### src/hdl/pba_pkg.sv
// Shared types and codes for the paragraph block allocator.
// Holds the header word layout, the result record and the function and error codes.
// No dependencies.
package pba_pkg;

   // Width of chain offsets; covers an arena of up to 65536 paragraphs plus one block step
   localparam int OFF_W = 18;

   // Block header as stored per paragraph
   typedef struct packed {
      logic        valid;
      logic        last;
      logic        used;
      logic [15:0] size;
   } hdr_type;

   // Function codes of a request
   localparam logic [1:0] FUNC_ALLOC  = 2'd0;
   localparam logic [1:0] FUNC_FREE   = 2'd1;
   localparam logic [1:0] FUNC_RESIZE = 2'd2;

   // Error codes of a response
   localparam logic [1:0] ERR_NONE   = 2'd0;
   localparam logic [1:0] ERR_NOMEM  = 2'd1;
   localparam logic [1:0] ERR_BADBLK = 2'd2;

   // One response
   typedef struct packed {
      logic        ok;
      logic [1:0]  error_code;
      logic [15:0] granted_segment;
      logic [15:0] largest_free;
   } rsp_type;

endpackage

### src/hdl/pba_ctrl.sv
// Sequencer of the paragraph block allocator: clearing pass, chain walk,
// free and resize, write-back queue and response register. Uses pba_pkg.
module pba_ctrl #(
   parameter int BASE_SEGMENT = 1792,
   parameter int ARENA_PARAS  = 4096,
   parameter int IDX_W        = 12
) (
   input  logic               clock,
   input  logic               reset,
   input  logic               req_valid,
   output logic               req_stall,
   input  logic [1:0]         req_func,
   input  logic [15:0]        req_request_paras,
   input  logic [15:0]        req_block_segment,
   output logic               rsp_valid,
   input  logic               rsp_stall,
   output pba_pkg::rsp_type   rsp_data,
   output logic [IDX_W-1:0]   mem_rd_addr,
   input  pba_pkg::hdr_type   mem_rd_data,
   output logic               mem_wr_en,
   output logic [IDX_W-1:0]   mem_wr_addr,
   output pba_pkg::hdr_type   mem_wr_data
);
   import pba_pkg::*;

   localparam logic [OFF_W-1:0] ARENA_OFF = OFF_W'(ARENA_PARAS);
   localparam logic [IDX_W-1:0] CLR_LAST  = IDX_W'(ARENA_PARAS - 1);
   localparam logic [16:0]      BASE_X    = 17'(BASE_SEGMENT);
   localparam logic [15:0]      INIT_SIZE = 16'(ARENA_PARAS - 1);

   typedef enum logic [3:0] {
      ST_CLEAR, ST_IDLE, ST_LOCATE, ST_LOOK, ST_FREE_NX, ST_GROW,
      ST_ALLOC_CHK, ST_ALLOC_END, ST_WR, ST_DONE
   } state_type;

   state_type          state_ff;
   logic [IDX_W-1:0]   clr_ff;
   logic [1:0]         func_ff;
   logic [15:0]        req_ff;
   logic [15:0]        blk_ff;
   logic [OFF_W-1:0]   off_ff;
   logic               found_ff;
   logic [IDX_W-1:0]   best_ff;
   logic [15:0]        bsize_ff;
   hdr_type            bw_ff;
   logic [15:0]        largest_ff;
   logic [IDX_W-1:0]   h_ff;
   hdr_type            w_ff;
   logic [OFF_W-1:0]   nidx_ff;
   logic [OFF_W-1:0]   q_addr_ff [3];
   hdr_type            q_data_ff [3];
   logic [1:0]         wr_cnt_ff;
   logic [1:0]         wr_idx_ff;
   rsp_type            res_ff;
   rsp_type            rsp_ff;
   logic               rsp_valid_ff;

   // Combinational helpers
   hdr_type            rw;
   logic [OFF_W-1:0]   reqx;
   logic [OFF_W-1:0]   rsz;
   logic [OFF_W-1:0]   off_next;
   logic [OFF_W-1:0]   hx;
   logic [OFF_W-1:0]   bestx;
   logic [OFF_W-1:0]   nidx;
   logic [OFF_W-1:0]   comb;
   logic [15:0]        hs;
   logic [16:0]        rel;
   logic               loc_ok;
   logic               n_ok;
   logic               take;

   always_comb begin
      rw       = mem_rd_data;
      reqx     = OFF_W'(req_ff);
      rsz      = OFF_W'(rw.size);
      off_next = off_ff + rsz + OFF_W'(1);
      hx       = OFF_W'(h_ff);
      bestx    = OFF_W'(best_ff);
      nidx     = hx + rsz + OFF_W'(1);
      comb     = OFF_W'(w_ff.size) + OFF_W'(1) + rsz;
      hs       = blk_ff - 16'd1;
      rel      = {1'b0, hs} - BASE_X;
      loc_ok   = ({1'b0, hs} >= BASE_X) && (OFF_W'(rel) < ARENA_OFF);
      n_ok     = rw.valid && !rw.used && (nidx_ff < ARENA_OFF);
      take     = !rw.used && (rw.size >= req_ff) && (!found_ff || rw.size < bsize_ff);
   end

   // Drive the header store ports
   always_comb begin
      mem_wr_en   = 1'b0;
      mem_wr_addr = clr_ff;
      mem_wr_data = '0;
      unique case (state_ff)
         ST_CLEAR: begin
            mem_wr_en = 1'b1;
            if (clr_ff == '0) begin
               mem_wr_data = '{valid: 1'b1, last: 1'b1, used: 1'b0, size: INIT_SIZE};
            end
         end
         ST_WR: begin
            mem_wr_en   = q_addr_ff[wr_idx_ff] < ARENA_OFF;
            mem_wr_addr = q_addr_ff[wr_idx_ff][IDX_W-1:0];
            mem_wr_data = q_data_ff[wr_idx_ff];
         end
         default: begin
            mem_wr_en = 1'b0;
         end
      endcase
   end

   always_comb begin
      unique case (state_ff)
         ST_LOCATE:    mem_rd_addr = rel[IDX_W-1:0];
         ST_LOOK:      mem_rd_addr = nidx[IDX_W-1:0];
         ST_ALLOC_CHK: mem_rd_addr = off_next[IDX_W-1:0];
         default:      mem_rd_addr = '0;
      endcase
   end

   assign req_stall = (state_ff != ST_IDLE);
   assign rsp_valid = rsp_valid_ff;
   assign rsp_data  = rsp_ff;

   // Sequencer state and registered outputs
   always_ff @(posedge clock) begin
      if (reset) begin
         state_ff     <= ST_CLEAR;
         clr_ff       <= '0;
         rsp_valid_ff <= 1'b0;
         wr_idx_ff    <= '0;
         wr_cnt_ff    <= '0;
      end else begin
         // Drop the response once taken, unless a new one replaces it
         if (rsp_valid_ff && !rsp_stall && state_ff != ST_DONE) begin
            rsp_valid_ff <= 1'b0;
         end
         unique case (state_ff)
            // Sweep the store once after reset
            ST_CLEAR: begin
               clr_ff <= clr_ff + IDX_W'(1);
               if (clr_ff == CLR_LAST) begin
                  state_ff <= ST_IDLE;
               end
            end
            // Take a request
            ST_IDLE: begin
               if (req_valid) begin
                  func_ff    <= req_func;
                  req_ff     <= req_request_paras;
                  blk_ff     <= req_block_segment;
                  res_ff     <= '0;
                  off_ff     <= '0;
                  found_ff   <= 1'b0;
                  largest_ff <= '0;
                  wr_idx_ff  <= '0;
                  if (req_func == FUNC_ALLOC) begin
                     state_ff <= ST_ALLOC_CHK;
                  end else if (req_func == FUNC_FREE || req_func == FUNC_RESIZE) begin
                     state_ff <= ST_LOCATE;
                  end else begin
                     state_ff <= ST_DONE;
                  end
               end
            end
            // Walk the chain, one header per cycle
            ST_ALLOC_CHK: begin
               if (!rw.valid) begin
                  state_ff <= ST_ALLOC_END;
               end else begin
                  if (!rw.used && rw.size > largest_ff) begin
                     largest_ff <= rw.size;
                  end
                  if (take) begin
                     found_ff <= 1'b1;
                     best_ff  <= off_ff[IDX_W-1:0];
                     bsize_ff <= rw.size;
                     bw_ff    <= rw;
                  end
                  if (rw.last || off_next >= ARENA_OFF) begin
                     state_ff <= ST_ALLOC_END;
                  end else begin
                     off_ff <= off_next;
                  end
               end
            end
            // Claim the best fit, splitting off the tail when it is large enough; else report no memory
            ST_ALLOC_END: begin
               if (found_ff) begin
                  res_ff.ok              <= 1'b1;
                  res_ff.granted_segment <= 16'(BASE_SEGMENT) + 16'(best_ff) + 16'd1;
                  if (OFF_W'(bsize_ff) > reqx + OFF_W'(1)) begin
                     q_addr_ff[0] <= bestx + reqx + OFF_W'(1);
                     q_data_ff[0] <= '{valid: 1'b1, last: bw_ff.last, used: 1'b0,
                                       size: bsize_ff - req_ff - 16'd1};
                     q_addr_ff[1] <= bestx;
                     q_data_ff[1] <= '{valid: 1'b1, last: 1'b0, used: 1'b1, size: req_ff};
                     wr_cnt_ff    <= 2'd2;
                  end else begin
                     q_addr_ff[0] <= bestx;
                     q_data_ff[0] <= '{valid: 1'b1, last: bw_ff.last, used: 1'b1,
                                       size: bw_ff.size};
                     wr_cnt_ff    <= 2'd1;
                  end
                  state_ff <= ST_WR;
               end else begin
                  res_ff.error_code   <= ERR_NOMEM;
                  res_ff.largest_free <= largest_ff;
                  state_ff            <= ST_DONE;
               end
            end
            // Find the header paragraph of the segment, or report a bad block outside the arena
            ST_LOCATE: begin
               if (loc_ok) begin
                  h_ff     <= rel[IDX_W-1:0];
                  state_ff <= ST_LOOK;
               end else begin
                  res_ff.error_code <= ERR_BADBLK;
                  state_ff          <= ST_DONE;
               end
            end
            // Check the header and start the free or resize
            ST_LOOK: begin
               w_ff    <= rw;
               nidx_ff <= nidx;
               if (!rw.valid) begin
                  res_ff.error_code <= ERR_BADBLK;
                  state_ff          <= ST_DONE;
               end else if (func_ff == FUNC_FREE) begin
                  res_ff.ok    <= 1'b1;
                  q_addr_ff[0] <= hx;
                  q_data_ff[0] <= '{valid: 1'b1, last: rw.last, used: 1'b0, size: rw.size};
                  wr_cnt_ff    <= 2'd1;
                  state_ff     <= rw.last ? ST_WR : ST_FREE_NX;
               end else if (rw.size >= req_ff) begin
                  res_ff.ok <= 1'b1;
                  if (rsz > reqx + OFF_W'(1)) begin
                     q_addr_ff[0] <= hx + reqx + OFF_W'(1);
                     q_data_ff[0] <= '{valid: 1'b1, last: rw.last, used: 1'b0,
                                       size: rw.size - req_ff - 16'd1};
                     q_addr_ff[1] <= hx;
                     q_data_ff[1] <= '{valid: 1'b1, last: 1'b0, used: rw.used, size: req_ff};
                     wr_cnt_ff    <= 2'd2;
                     state_ff     <= ST_WR;
                  end else begin
                     state_ff <= ST_DONE;
                  end
               end else begin
                  res_ff.error_code <= ERR_NOMEM;
                  state_ff          <= rw.last ? ST_DONE : ST_GROW;
               end
            end
            // Merge a freed block with a free successor
            ST_FREE_NX: begin
               if (n_ok) begin
                  q_addr_ff[1] <= nidx_ff;
                  q_data_ff[1] <= '0;
                  q_addr_ff[2] <= hx;
                  q_data_ff[2] <= '{valid: 1'b1, last: rw.last, used: 1'b0,
                                    size: w_ff.size + rw.size + 16'd1};
                  wr_cnt_ff    <= 2'd3;
               end
               state_ff <= ST_WR;
            end
            // Grow into a free successor
            ST_GROW: begin
               if (n_ok && comb >= reqx) begin
                  res_ff.ok         <= 1'b1;
                  res_ff.error_code <= ERR_NONE;
                  q_addr_ff[0]      <= nidx_ff;
                  q_data_ff[0]      <= '0;
                  if (comb > reqx + OFF_W'(1)) begin
                     q_addr_ff[1] <= hx + reqx + OFF_W'(1);
                     q_data_ff[1] <= '{valid: 1'b1, last: rw.last, used: 1'b0,
                                       size: comb[15:0] - req_ff - 16'd1};
                     q_addr_ff[2] <= hx;
                     q_data_ff[2] <= '{valid: 1'b1, last: 1'b0, used: w_ff.used, size: req_ff};
                     wr_cnt_ff    <= 2'd3;
                  end else begin
                     q_addr_ff[1] <= hx;
                     q_data_ff[1] <= '{valid: 1'b1, last: rw.last, used: w_ff.used,
                                       size: comb[15:0]};
                     wr_cnt_ff    <= 2'd2;
                  end
                  state_ff <= ST_WR;
               end else begin
                  state_ff <= ST_DONE;
               end
            end
            // Drain the write-back queue in order
            ST_WR: begin
               if (wr_idx_ff == wr_cnt_ff - 2'd1) begin
                  state_ff <= ST_DONE;
               end else begin
                  wr_idx_ff <= wr_idx_ff + 2'd1;
               end
            end
            // Hand the response over once the output register is free
            ST_DONE: begin
               if (!rsp_valid_ff || !rsp_stall) begin
                  rsp_ff       <= res_ff;
                  rsp_valid_ff <= 1'b1;
                  state_ff     <= ST_IDLE;
               end
            end
            default: begin
               state_ff <= ST_IDLE;
            end
         endcase
      end
   end

`ifndef SYNTH
   // Store is written only by the clearing pass and the write-back queue
   a_wr_states: assert property (@(posedge clock) disable iff (reset)
      mem_wr_en |-> (state_ff == ST_CLEAR || state_ff == ST_WR))
      else $error("header write outside clear or write-back");

   // An accepted request leaves the idle state
   a_accept_busy: assert property (@(posedge clock) disable iff (reset)
      (req_valid && !req_stall) |=> (state_ff != ST_IDLE))
      else $error("request accepted without starting work");

   // A success never carries an error code
   a_ok_no_err: assert property (@(posedge clock) disable iff (reset)
      rsp_valid_ff |-> !(rsp_ff.ok && rsp_ff.error_code != ERR_NONE))
      else $error("success with error code");

   // A granted segment only comes with success
   a_grant_ok: assert property (@(posedge clock) disable iff (reset)
      rsp_valid_ff |-> (rsp_ff.granted_segment == 16'd0 || rsp_ff.ok))
      else $error("segment granted on failure");

   // Write-back queue never holds more than three entries and is never empty
   a_wr_cnt: assert property (@(posedge clock) disable iff (reset)
      (state_ff == ST_WR) |-> (wr_cnt_ff != 2'd0 && wr_idx_ff < wr_cnt_ff))
      else $error("write-back index out of range");
`endif

endmodule

### config.mk
export PLATFORM = sky130hd
export DESIGN_NAME = pba_ctrl
export DESIGN_NICKNAME = d
export VERILOG_FILES = /design/src/hdl/pba_pkg.sv /design/src/hdl/pba_ctrl.sv
export SDC_FILE = /design/constraint.sdc
export NUM_CORES = 1
export LEC_CHECK = 0
export CAP_MARGIN = 40
export CORE_UTILIZATION = 50
export DETAILED_ROUTE_END_ITERATION = 12
export DONT_BUFFER_PORTS = 1
export PLACE_DENSITY = 0.64
export SETUP_SLACK_MARGIN = 0.3
export SLEW_MARGIN = 10
export SYNTH_ARGS = -nofsm -noshare
export SYNTH_HDL_FRONTEND = slang
export SYNTH_SLANG_ARGS = --single-unit
### constraint.sdc
create_clock -name clock -period 8.75 [get_ports clock]
set_clock_uncertainty 0.05 [all_clocks]
set_input_delay 0.875 -clock clock [delete_from_list [all_inputs] [get_ports clock]]
set_output_delay 0.875 -clock clock [all_outputs]
set_load 0.005 [all_outputs]
# Word level (Yosys, flattened, before mapping)
# Memories as Yosys holds them, arrays and structs flattened. A register that Yosys moved wholly into a read port is not among the register bits.
# Cells that the tools add are included.
[totals]
ff_bits = 236
latchBits = 0
mem_bits_rw = 111
romBits = 0
input_bits = 57
out_inout_bits = 81
word_cells = 291
mem_count = 2
[mem_list]
columns = ["name", "words", "word_bits", "rd", "rd_ports_with_merged_regs", "write_ports", "line", "source"]
rows = [
  ["q_data_ff", 3, 19, 1, 1, 3, "pba_ctrl.sv:51", "hdr_type q_data_ff [3];"],
  ["q_addr_ff", 3, 18, 1, 1, 3, "pba_ctrl.sv:50", "logic [OFF_W-1:0] q_addr_ff [3];"],
]
[classes]
addsub = 26
n_mul = 0
div = 0
order_cmp = 12
eq_ne = 36
shifts = 0
muxes = 129
n_bitwise = 19
n_reduce_logical = 41
[ops]
columns = ["cell", "n"]
rows = [
  ["$mux W18", 12],
  ["$mux W19", 10],
  ["$mux W16", 5],
  ["$pmux W32 S2", 1],
  ["$sub A16 B1 Y16 const B", 4],
  ["$mux W4", 14],
  ["$add A17 B1 Y18 const B", 3],
  ["$mux W1", 54],
  ["$add A12 B16 Y17", 3],
  ["$sub A16 B16 Y16", 3],
  ["$pmux W4 S10", 1],
  ["$mux W2", 19],
  ["$pmux W19 S2", 1],
  ["$gt A16 B18 Y1", 2],
  ["$lt A18 B13 Y1 const B", 2],
  ["$pmux W12 S3", 1],
  ["$pmux W18 S2", 1],
  ["$mux W35", 1],
  ["$add A16 B1 Y17 const B", 2],
  ["$pmux W16 S2", 1],
  ["$ne A2 B2 Y1 const B", 15],
  ["$reduce_and A5 Y1", 4],
  ["$add A17 B16 Y18", 1],
  ["$add A18 B1 Y18 const B", 1],
  ["other kinds (51)", 102],
]

# Longest topological paths before layout
[depth]
ltp_word = 13
ltp_mapped = 23
ltp_nobuf = 21

# Worst setup path after synthesis
# No wires, ideal clock.
[synth_timing]
path_kind = "input to register"
start = "input mem_rd_data[0] (netlist name)"
end = "memory q_addr_ff[2][0], enable pin"
setup_ns = 0.459
t_arrival_ns = 5.509
t_required_ns = 8.241
path_slack_ns = 2.732
cell_stages = 21
path_buffers = 2
cell_sequence = "inv_1 ha_1 fa_1 nand2b_1 a21o_1 a21oi_1 nand3_1 nand2_1 a31o_2 a21oi_1 xnor2_1 ha_1 nand2_1 nor3b_1 a211oi_1 and3_1 buf_2 nor4_4 buf_2 nand2_1 o21ai_0"
[synth_rtl]
columns = ["element", "line", "source"]
rows = [
  ["start, declared", "pba_ctrl.sv:19", "input pba_pkg::hdr_type mem_rd_data,"],
  ["end, declared", "pba_ctrl.sv:50", ""],
]

==> qor.csv <==
metric;value;unit
status;completed;
cell chosen for the clock root;sky130_fd_sc_hd__clkbuf_16;
final setup TNS;0;ns
most frequently used cell type in the post-synthesis netlist;sky130_fd_sc_hd__edfxtp_1;
area growth from synthesis to layout;9.112;%
final clock period utilization by the worst path;74.28;%
number of synthesized flops with an enable pin;304;
share of the synthesized area in the top cell type;41.55;%
core area;43170;um^2
horizontal extent of the die;211.6;um
post-CTS clock slew at the launch and capture registers of the worst setup and hold paths;0.06;ns
share of synthesized flip-flops with an asynchronous set or reset;0;%
post-route antenna net violation count;0;
register bit count reported by yosys;333;
critical path data required time;9.09;ns
number of warning messages in the yosys log;0;
fin. max-slew vios;0;
I/O pins;138;
pin count of the biggest net entering global routing;63;
most area-consuming cells after synthesis;sky130_fd_sc_hd__edfxtp_1, sky130_fd_sc_hd__ha_1, sky130_fd_sc_hd__xnor2_1, sky130_fd_sc_hd__nor2_1, sky130_fd_sc_hd__a21oi_1;
count of H-tree levels built during CTS;2;
clock tree from TritonCTS;yes;
TritonCTS buffer count;39;
# clock sinks;333;
cell count after synthesis;2214;
largest area contributor in the synthesized netlist;sky130_fd_sc_hd__edfxtp_1;
maximum capacitance violations;0;
max_slew headroom;38.94;%
# resized after CTS;0;
power density normalized to cell area;166.5;nW/um^2
routability cong.;1.019;
Critical path destination;q_data_ff[1][4];
Synth Cell Area;21970;um^2
vias in the first global route;17580;
number of DRC violations after detailed routing;0;
Avg Inst Size Synth;9.923;um^2
Final #Nets;2476;
1st-pass router iterations;6;
start of the worst register-to-register path;req_ff[2];
final setup violating endpoints;0;
count of unique library cells instantiated by Yosys;84;
global-route total usage across every layer;33.30;%
list of cells traversed by the critical path;inv_1 > nor3_1 > nand3_1 > nor4_1 > nand3_1 > xnor2_1 > ha_1 > nand4_1 > nor4_1 > a41oi_1 > a21boi_0 > a41o_1 > nor2_1 > buf_4 > inv_1 > buf_4 > nand2_1 > o21ai_0;
Leakage Power;8.965;nW
CP Class;reg2reg;
fraction of layout cells with a size suffix above 1;5.675;%
maximum vdd ir drop;0.1783;mV
Hold WC Path Type;in2reg;
final hold viol count;0;
antenna violations before repair;3;
worst-case clock buffer depth;3;
highest clock rate;153.9;MHz
WL per Instance;26.18;um
minimum setup slack among reg-to-reg paths;2.25;ns
detailed-route via count;17830;
time the final worst path needs with I/O delays and setup;6.499;ns
total power consumption of the routed design;3.991;mW
worst-skew pair later-pin latency;0.58;ns
starting density of the core;50.89;%
CP endpoint kind;flip-flop;
first-pass GRT wire length;108500;um
height of the chip;211.6;um
Primary FF master, synth;sky130_fd_sc_hd__edfxtp_1;
die footprint;44780;um^2
crit-path max FO;42;
Iter 0 DRT Violations;1523;
RSZ-0062 raised after global routing;false;
routed wire length;73990;um
Worst Max-Slew Pin Slew;0.8928;ns
source of the critical timing path;req_ff[2];
final global-route overflow total;0;
worst reg-to-reg path cell count;18;
number of buffers added on ports;0;
quantity of hold-fixing buffers added after cts;0;
arrival time worst endpoint;6.84;ns
crit-path max cell delay;0.80;ns
standard cell with the maximum stage delay on the critical path;sky130_fd_sc_hd__edfxtp_1;
post-detail-place hpwl;55590;um
most frequent cells after synthesis;sky130_fd_sc_hd__edfxtp_1, sky130_fd_sc_hd__nor2_1, sky130_fd_sc_hd__ha_1, sky130_fd_sc_hd__nand2_1, sky130_fd_sc_hd__a21oi_1;
Worst setup SP type;flip-flop;
worst hold start;reset;
buffers inserted during post-CTS setup optimization;0;
sequential area share after synthesis;44.19;%
num rows;76;
via count normalized by instance count;6.310;
endpoint of the lowest-slack register-to-register path;q_data_ff[1][4];
stage by stage:
step                cells  hold WS [ns]  worst slack (ns)  area [um^2]  util, %
floorplan            2216        0.3503             2.732        21980        -
global placement     2745        0.3510             2.141        22600    52.34
detailed placement   2751        0.3557             2.103        22670    52.51
CTS                  2822        0.3070             2.372        23960    55.49
global route         2824        0.3228             1.992        23970    55.52
finish               2826        0.3254             2.251        23970    55.53
power breakdown:
part / switching [mW] / internal (mW) / total, mW
registers: 0.0305 / 1.76 / 1.79
logic: 0.344 / 0.197 / 0.541
clock network: 0.699 / 0.965 / 1.66
cell families (layout without fill, tap and decap cells):
group | count (synthesis) | count (layout) | synth area share (%)
adders and majority gates | 211 | 211 | 12.29
buffers and inverters | 177 | 199 | 3.252
AOI/OAI and AO/OA | 608 | 608 | 17.64
muxes | 44 | 44 | 2.022
other | 1 | 6 | 0.01707
and+or+nand+nor | 696 | 696 | 14.85
DFF | 333 | 333 | 44.19
xor gates and xnor gates | 144 | 144 | 5.741
worst max-delay path, delay by kind of cell (launching register included):
kind / cells / cell delay [ns]
AOI/OAI and AO/OA: 4 / 1.80
xor gates and xnor gates: 1 / 0.40
adders and majority gates: 1 / 0.33
buffers and inverters: 4 / 1.00
DFF: 1 / 0.80
and+or+nand+nor: 8 / 1.89
sequential cells by signal, indices dropped and copies added, names as in the netlist, 2 cells and up, named ones only:
register / cells
rsp_data: 32
blk_ff: 16
state_ff: 4
wr_idx_ff: 2
best_ff: 12
q_data_ff: 56
clr_ff: 12
w_ff: 17
func_ff: 2
largest_ff: 16
nidx_ff: 17
bw_ff: 17
req_ff: 16
q_addr_ff: 46
wr_cnt_ff: 2
off_ff: 18
res_ff: 32
h_ff: 12
worst min path at each step:
stage,end,slack (ns),depth (start not counted)
2_1_floorplan,rsp_data[0],0.35,0
3_3_place_gp,rsp_data[7],0.35,0
3_5_place_dp,rsp_data[7],0.36,0
4_1_cts,rsp_valid,0.31,1
5_1_grt,rsp_valid,0.32,1
6_report,rsp_valid,0.33,1
layout make-up:
class / count / area (um^2)
fillers: 3792 / 19200
multi-input cells: 1706 / 11600
flip-flops and latches: 333 / 9712
clock buffers: 45 / 1018
well taps: 585 / 732.0
inverters: 96 / 362.8
clock inverters: 26 / 270.3
repair buffers: 32 / 267.8
diodes: 3 / 7.507
cells in the final DEF, fill, tap and decap left out, types with 31 or more instances in the layout:
cell / instances
sky130_fd_sc_hd__a21o_1: 32
sky130_fd_sc_hd__ha_1: 203
sky130_fd_sc_hd__nand2b_1: 33
sky130_fd_sc_hd__xor2_1: 44
sky130_fd_sc_hd__a21oi_1: 174
sky130_fd_sc_hd__nor2_1: 230
sky130_fd_sc_hd__a211oi_1: 31
sky130_fd_sc_hd__nor3_1: 47
sky130_fd_sc_hd__mux2i_1: 41
sky130_fd_sc_hd__o21ai_0: 152
sky130_fd_sc_hd__clkbuf_16: 39
sky130_fd_sc_hd__inv_1: 92
sky130_fd_sc_hd__nand3_1: 39
sky130_fd_sc_hd__nand2_1: 186
sky130_fd_sc_hd__xnor2_1: 100
sky130_fd_sc_hd__edfxtp_1: 304
routing by layer:
| layer | GRT usage [%] | wire length, um | up-vias |
|---|---|---|---|
| met2 | 55.67 | 35080 | 794 |
| met1 | 39.45 | 28740 | 8532 |
| met5 | 0 | 12 | - |
| li1 | - | - | 8241 |
| met3 | 5.326 | 4834 | 264 |
| met4 | 22.69 | 5323 | 2 |
Note: power is estimated with default switching activity, not from simulation.
